### src/sv/scc_pkg.sv
// Shared types and constants for the sample change capture block.
// No dependencies.
package scc_pkg;

  localparam int unsigned LEN_W    = 17;
  localparam int unsigned OFFSET_W = 16;
  localparam int unsigned SAMPLE_W = 32;
  localparam int unsigned TIME_W   = 32;
  localparam int unsigned COUNT_W  = 9;

  localparam logic [LEN_W-1:0]   LENGTH_RESET = 17'd4000;
  localparam logic [LEN_W-1:0]   LENGTH_MAX   = 17'd65536;
  localparam logic [COUNT_W-1:0] MAX_CHANGES  = 9'd256;

  localparam logic KIND_CHANGE  = 1'b0;
  localparam logic KIND_SUMMARY = 1'b1;

  // One queue entry: everything one sample produces (change and/or summary).
  typedef struct packed {
    logic                has_change;
    logic                has_summary;
    logic [OFFSET_W-1:0] offset;
    logic [SAMPLE_W-1:0] value;
    logic [TIME_W-1:0]   start;
    logic [COUNT_W-1:0]  count;
    logic                ovf;
  } scc_entry_t;

endpackage

### src/sv/scc_front.sv
// Front part: takes samples, tracks block state, classifies each sample.
// Depends on scc_pkg.
module scc_front (
  input  logic                         clk,
  input  logic                         rst,
  input  logic                         in_valid,
  output logic                         in_ready,
  input  logic [scc_pkg::SAMPLE_W-1:0] sample,
  input  logic                         cfg_valid,
  input  logic [scc_pkg::LEN_W-1:0]    cfg_length,
  input  logic                         full,
  output logic                         push,
  output scc_pkg::scc_entry_t          push_entry
);

  logic [scc_pkg::LEN_W-1:0]    block_length;
  logic [scc_pkg::SAMPLE_W-1:0] prev_sample;
  logic [scc_pkg::OFFSET_W-1:0] offset_counter;
  logic [scc_pkg::COUNT_W-1:0]  stored_changes;
  logic                         overflow_flag;
  logic [scc_pkg::TIME_W-1:0]   block_base;

  logic [scc_pkg::LEN_W-1:0]   eff_len;
  logic                        accept;
  logic                        is_change;
  logic                        room;
  logic                        rec_change;
  logic                        block_end;
  logic [scc_pkg::COUNT_W-1:0] stored_next;
  logic                        overflow_next;

  always_comb begin
    if (block_length == '0) begin
      eff_len = scc_pkg::LEN_W'(1);
    end else if (block_length > scc_pkg::LENGTH_MAX) begin
      eff_len = scc_pkg::LENGTH_MAX;
    end else begin
      eff_len = block_length;
    end
  end

  assign in_ready      = !full;
  assign accept        = in_valid && !full;
  assign is_change     = (sample != prev_sample);
  assign room          = (stored_changes < scc_pkg::MAX_CHANGES);
  assign rec_change    = is_change && room;
  assign overflow_next = overflow_flag | (is_change & ~room);
  assign stored_next   = stored_changes + scc_pkg::COUNT_W'(rec_change);
  assign block_end     = ({1'b0, offset_counter} + scc_pkg::LEN_W'(1)) >= eff_len;

  assign push = accept && (rec_change || block_end);

  always_comb begin
    push_entry.has_change  = rec_change;
    push_entry.has_summary = block_end;
    push_entry.offset      = offset_counter;
    push_entry.value       = sample;
    push_entry.start       = block_base;
    push_entry.count       = stored_next;
    push_entry.ovf         = overflow_next;
  end

  always_ff @(posedge clk) begin
    if (rst) begin
      block_length   <= scc_pkg::LENGTH_RESET;
      prev_sample    <= '0;
      offset_counter <= '0;
      stored_changes <= '0;
      overflow_flag  <= 1'b0;
      block_base     <= '0;
    end else begin
      if (cfg_valid) begin
        block_length <= cfg_length;
      end
      if (accept) begin
        prev_sample <= sample;
        if (block_end) begin
          block_base     <= block_base + scc_pkg::TIME_W'(eff_len);
          offset_counter <= '0;
          stored_changes <= '0;
          overflow_flag  <= 1'b0;
        end else begin
          offset_counter <= offset_counter + scc_pkg::OFFSET_W'(1);
          stored_changes <= stored_next;
          overflow_flag  <= overflow_next;
        end
      end
    end
  end

endmodule

### src/sv/scc_fifo.sv
// Short queue of classified entries between front and back parts.
// Depends on scc_pkg.
module scc_fifo #(
  parameter int unsigned DEPTH = 4
) (
  input  logic                clk,
  input  logic                rst,
  input  logic                push,
  input  scc_pkg::scc_entry_t push_entry,
  output logic                full,
  input  logic                pop,
  output logic                empty,
  output scc_pkg::scc_entry_t head
);

  localparam int unsigned PTR_W = (DEPTH > 1) ? $clog2(DEPTH) : 1;
  localparam int unsigned CNT_W = $clog2(DEPTH + 1);

  scc_pkg::scc_entry_t mem [DEPTH];
  logic [PTR_W-1:0] wr_ptr;
  logic [PTR_W-1:0] rd_ptr;
  logic [CNT_W-1:0] fill;

  logic do_push;
  logic do_pop;

  assign full    = (fill == CNT_W'(DEPTH));
  assign empty   = (fill == '0);
  assign do_push = push && !full;
  assign do_pop  = pop && !empty;
  assign head    = mem[rd_ptr];

  always_ff @(posedge clk) begin
    if (do_push) begin
      mem[wr_ptr] <= push_entry;
    end
  end

  always_ff @(posedge clk) begin
    if (rst) begin
      wr_ptr <= '0;
      rd_ptr <= '0;
      fill   <= '0;
    end else begin
      if (do_push) begin
        wr_ptr <= (wr_ptr == PTR_W'(DEPTH - 1)) ? '0 : wr_ptr + PTR_W'(1);
      end
      if (do_pop) begin
        rd_ptr <= (rd_ptr == PTR_W'(DEPTH - 1)) ? '0 : rd_ptr + PTR_W'(1);
      end
      if (do_push && !do_pop) begin
        fill <= fill + CNT_W'(1);
      end else if (do_pop && !do_push) begin
        fill <= fill - CNT_W'(1);
      end
    end
  end

endmodule

### src/sv/scc_back.sv
// Back part: expands queue entries into change and summary records,
// held in an output register. Depends on scc_pkg.
module scc_back (
  input  logic                         clk,
  input  logic                         rst,
  input  logic                         empty,
  input  scc_pkg::scc_entry_t          head,
  output logic                         pop,
  output logic                         out_valid,
  input  logic                         out_ready,
  output logic                         record_kind,
  output logic [scc_pkg::OFFSET_W-1:0] change_offset,
  output logic [scc_pkg::SAMPLE_W-1:0] change_value,
  output logic [scc_pkg::TIME_W-1:0]   block_start,
  output logic [scc_pkg::COUNT_W-1:0]  change_count,
  output logic                         overflowed,
  output logic                         last
);

  logic change_sent;  // head's change record already issued, summary pending
  logic load;
  logic emit_change;

  assign load        = (!out_valid || out_ready) && !empty;
  assign emit_change = head.has_change && !change_sent;
  assign pop         = load && !(emit_change && head.has_summary);

  always_ff @(posedge clk) begin
    if (rst) begin
      out_valid   <= 1'b0;
      change_sent <= 1'b0;
    end else begin
      if (load) begin
        out_valid   <= 1'b1;
        change_sent <= emit_change && head.has_summary;
      end else if (out_ready) begin
        out_valid <= 1'b0;
      end
    end
  end

  always_ff @(posedge clk) begin
    if (load) begin
      if (emit_change) begin
        record_kind   <= scc_pkg::KIND_CHANGE;
        change_offset <= head.offset;
        change_value  <= head.value;
        block_start   <= '0;
        change_count  <= '0;
        overflowed    <= 1'b0;
        last          <= 1'b0;
      end else begin
        record_kind   <= scc_pkg::KIND_SUMMARY;
        change_offset <= '0;
        change_value  <= '0;
        block_start   <= head.start;
        change_count  <= head.count;
        overflowed    <= head.ovf;
        last          <= 1'b1;
      end
    end
  end

endmodule

### src/sv/sample_change_capture.sv
// Sample change capture: one 32-bit sample per transfer in, change records
// and block summaries out. A record passes a queue write, then an output
// register load. Throughput: one sample per cycle while the queue has room;
// records leave one per cycle while out_ready is high, so a change plus a
// summary from one sample makes two records, absorbed by the QUEUE_DEPTH
// queue. Reset (rst, synchronous) clears block state, empties the queue, length 4000.
module sample_change_capture #(
  parameter int unsigned QUEUE_DEPTH = 4
) (
  input  logic                         clk,
  input  logic                         rst,
  // sample channel
  input  logic                         in_valid,
  output logic                         in_ready,
  input  logic [scc_pkg::SAMPLE_W-1:0] sample,
  // block length register write
  input  logic                         cfg_valid,
  output logic                         cfg_ready,
  input  logic [scc_pkg::LEN_W-1:0]    block_length,
  // record channel
  output logic                         out_valid,
  input  logic                         out_ready,
  output logic                         record_kind,
  output logic [scc_pkg::OFFSET_W-1:0] change_offset,
  output logic [scc_pkg::SAMPLE_W-1:0] change_value,
  output logic [scc_pkg::TIME_W-1:0]   block_start,
  output logic [scc_pkg::COUNT_W-1:0]  change_count,
  output logic                         overflowed,
  output logic                         last
);

  // Register writes are always taken; the user must send them only while idle, the block does not enforce it.
  assign cfg_ready = 1'b1;

  logic                push;
  logic                full;
  logic                pop;
  logic                empty;
  scc_pkg::scc_entry_t push_entry;
  scc_pkg::scc_entry_t head;

  // Front: per-block offset, change count, overflow flag and start time.
  // Each sample that yields any record becomes one queue entry.
  scc_front u_front (
    .clk        (clk),
    .rst        (rst),
    .in_valid   (in_valid),
    .in_ready   (in_ready),
    .sample     (sample),
    .cfg_valid  (cfg_valid),
    .cfg_length (block_length),
    .full       (full),
    .push       (push),
    .push_entry (push_entry)
  );

  // Queue decouples the sample side from output backpressure.
  scc_fifo #(
    .DEPTH (QUEUE_DEPTH)
  ) u_fifo (
    .clk        (clk),
    .rst        (rst),
    .push       (push),
    .push_entry (push_entry),
    .full       (full),
    .pop        (pop),
    .empty      (empty),
    .head       (head)
  );

  // Back: change record first, then the summary when the entry ends a block.
  scc_back u_back (
    .clk           (clk),
    .rst           (rst),
    .empty         (empty),
    .head          (head),
    .pop           (pop),
    .out_valid     (out_valid),
    .out_ready     (out_ready),
    .record_kind   (record_kind),
    .change_offset (change_offset),
    .change_value  (change_value),
    .block_start   (block_start),
    .change_count  (change_count),
    .overflowed    (overflowed),
    .last          (last)
  );

endmodule
### config.mk
export PLATFORM = sky130hd
export DESIGN_NAME = sample_change_capture
export DESIGN_NICKNAME = d
export VERILOG_FILES = /design/src/sv/scc_pkg.sv /design/src/sv/scc_front.sv /design/src/sv/scc_fifo.sv /design/src/sv/scc_back.sv /design/src/sv/sample_change_capture.sv
export SDC_FILE = /design/constraint.sdc
export NUM_CORES = 1
export LEC_CHECK = 0
export ABC_CLOCK_PERIOD_IN_PS = 10850
export BUFFER_PORTS_ARGS = -buffer_cell sky130_fd_sc_hd__buf_2
export CAP_MARGIN = 0
export CORE_UTILIZATION = 45
export DETAILED_ROUTE_END_ITERATION = 16
export SYNTH_ARGS = -nofsm -noshare
export SYNTH_HDL_FRONTEND = slang
export SYNTH_SLANG_ARGS = --single-unit
export TNS_END_PERCENT = 5
### constraint.sdc
create_clock -name clk -period 10.85 [get_ports clk]
set_input_delay 2.17 -clock clk [delete_from_list [all_inputs] [get_ports clk]]
set_output_delay 2.17 -clock clk [all_outputs]
set_load 0.01 [all_outputs]
==> impl_metrics.yaml <==
placement:
  routabilityCongestion: 0.7895
  post-dp-hpwl_mm: 28.49
  port_buffers: 147
synth:
  synth_area_um2: 23150
  ys_top_cells_by_area: "edfxtp_1, dfxtp_1, mux4_2, nand2_1, ha_1"
  synth-compound-area-share_pct: 4.879
  synth.mux.area_fraction_pct: 9.862
  syn_inst: 1490
  synth_edf_count: 459
  syn-num-nets: 1589
  ys_seq_area_share_pct: 69.73
  ys_types: 56
  synth-simple-area-share_pct: 8.965
  synth-seq-cells: 577
  synth_top_family_by_area: "multiplexers"
  ys_warn_count: 0
  postSynthAreaPerCell_um2: 15.54
  yosysTopAreaCell: "edfxtp_1"
  ys.flop_type: "edfxtp_1"
  synthXorXnorAreaFrac_pct: 2.421
  synth_adder_area_share_pct: 2.496
  async_flop_share_pct: 0
  synth_top_area_share_pct: 59.53
hold_path:
  hp-start: "u_front.prev_sample[14]"
  hold_depth: 2
  worstHoldPathType: "register to register"
  min_to: "u_front.prev_sample[14]"
drt:
  vias_per_cell: 5.394
  drtIter0Drc: 947
  vias: 12790
  wire_per_inst_um: 20.44
  wirelength_mm: 48.45
  ant_nets: 0
  drc_errors: 0
  first_pass_iters: 8
clock_tree:
  cts.sinks: 577
  clkSlewWorstSetupHoldPaths_ns: 0.06
  cts_tree: "yes"
  cts.path.max_buffers: 3
  ctsResizeCount: 0
  cts_made_buffers: 59
  postCtsHoldBufs: 0
  cts_setup_buffers: 0
  cts_htree_levels: 2
  root_buffer: "clkbuf_16"
  insertion_delay_ns: 0.61
setup_path:
  worstReg2RegEnd: "u_fifo.fill[2]"
  timing.rr.start: "u_front.offset_counter[0]"
  arrival_ns: 5.58
  r2r_cells: 18
  crit_type: "register to register"
  cp-end-kind: "register"
  cp-start-kind: "register"
  critPathRequiredTime_ns: 11.37
  cp_max_fo: 26
  r2r_slack_ns: 5.79
power:
  p_leak_nw: 9.364
  total_power_mw: 6.373
  powerDensity_nw_per_um2: 239.6
  ir_drop_mv: 0.1964
die:
  fp.dieW_um: 228.8
  dieArea_um2: 52370
  initial_core_util_pct: 45.87
  die_h_um: 228.8
  coreArea_um2: 50480
  rows: 82
  ios: 149
grt:
  grt_pass1_wl_mm: 74.87
  antenna_found_initial: 0
  grt_usage_pct: 18.53
  grt.overflow.total: 0
  first_global_vias: 13020
  grt_max_degree: 93
sta:
  hold_violations: 0
  skew_ns: 0.01981
  fmax_mhz: 197.8
  period_minus_slack_ns: 5.057
  period_share_pct: 46.60
  relSlewSlack_pct: 14.52
  drv_slew: 0
  finalSetupTns_ns: 0
  rsz0062_at_grt: "no"
  tightest_slew_ns: 1.276
  setup_viol: 0
finish:
  syn_to_final_growth_pct: 14.86
  layout-drive-gt1-share_pct: 21.54
  diodes: 0
  nNetsFinal: 1747
  final_common_cell: "edfxtp_1"
  final_cell_mix: "edfxtp_1, nand2_1, buf_2, dfxtp_1, a21oi_1"
outcome:
  run_status: "completed"
flow_run:
  maxCapViolations: 0
-- layout make-up --
| class | count | area, um^2 |
|---|---|---|
| fillers | 4228 | 23880 |
| flip-flops and latches | 577 | 16150 |
| multi-input cells | 816 | 6695 |
| clock buffers | 81 | 1632 |
| repair buffers | 165 | 873.3 |
| well taps | 672 | 840.8 |
| clock inverters | 31 | 292.8 |
| inverters | 29 | 108.9 |
-- routing by layer --
metal	vias up	wire, um	global-route usage [%]	part of all wire [%]
li1	5965	-	-	-
met1	6460	22070	26.12	46
met2	304	23330	29.90	48
met3	61	2151	2.707	4.4
met4	0	903	5.563	1.9
met5	-	0	0	0
-- cell families after synthesis --
group,after synthesis
other,1
AOI/OAI and AO/OA,190
and+or+nand+nor,403
muxes,113
xor gates and xnor gates,64
DFF,577
buffers and inverters,97
adders and majority gates,45
-- critical path, stage by stage, from the launching register on --
cell	delay, ns
dfxtp_1	0.55
ha_1	0.30
nand3_1	0.22
nor3b_1	0.54
nand3_1	0.16
xnor2_1	0.20
ha_1	0.34
nand4_1	0.18
or3_4	0.38
o22ai_4	0.12
buf_4	0.36
a21oi_2	0.21
inv_1	0.12
ha_1	0.18
inv_1	0.06
fa_1	0.37
xor2_1	0.18
or3_1	0.31
a21oi_1	0.19
-- power by group --
group	total (mW)	switching, mW	leakage, nW	internal [mW]
Combinational	1.40	0.807	3.10	0.595
Sequential	2.97	0.136	5.32	2.83
Clock	2.00	0.833	0.944	1.17
Total	6.37	1.78	9.36	4.60
-- how the worst max path moves through the flow --
stage                         startpoint             end  slack [ns]
6_report       u_front.offset_counter[0]  u_fifo.fill[2]        5.79
5_1_grt        u_front.offset_counter[0]  u_fifo.fill[2]        5.44
4_1_cts        u_front.offset_counter[0]  u_fifo.fill[2]        5.76
3_5_place_dp                  sample[11]  u_fifo.fill[2]        5.52
3_3_place_gp                  sample[13]  u_fifo.fill[2]        5.58
2_1_floorplan                  out_ready  u_fifo.fill[2]        1.94
-- through the flow --
stage               util [%]  hold slack (ns)  area, um^2  setup slack, ns  std cells
detailed placement     48.87           0.4591       24670            5.517       2259
CTS                    52.69           0.4671       26600            5.764       2371
global route           52.69           0.4801       26600            5.441       2371
floorplan                  -           0.4488       23150            1.937       1490
global placement       48.87           0.4538       24670            5.579       2259
finish                 52.69           0.4652       26600            5.793       2371
-- registers in the layout (all words and copies together), names as in the netlist, named ones only --
name / flops
u_front.stored_changes: 9
u_back.block_start: 32
u_fifo.rd_ptr: 2
u_back.change_value: 32
u_front.block_length: 17
u_front.prev_sample: 32
u_back.overflowed: 1
u_fifo.wr_ptr: 2
u_back.change_count: 9
u_back.change_sent: 1
u_front.offset_counter: 16
u_back.change_offset: 16
u_back.out_valid: 1
u_back.last: 1
u_fifo.mem: 368
u_front.block_base: 32
u_front.overflow_flag: 1
u_fifo.fill: 3
-- synthesized netlist by cell type, drive strengths merged, types with 8 or more instances --
cell	instances
inv	29
a211oi	8
nand4	14
dfxtp	118
xor2	14
mux4	92
o31ai	12
and3	9
nor2b	55
xnor2	50
nor4	8
nand3b	9
and2	47
o21ai	28
a21oi	108
clkbuf	49
ha	43
nand3	20
nor2	47
or3	11
mux2i	20
or4	10
edfxtp	459
nand2	148
buf	19
Power figures use the tool's default switching activity.
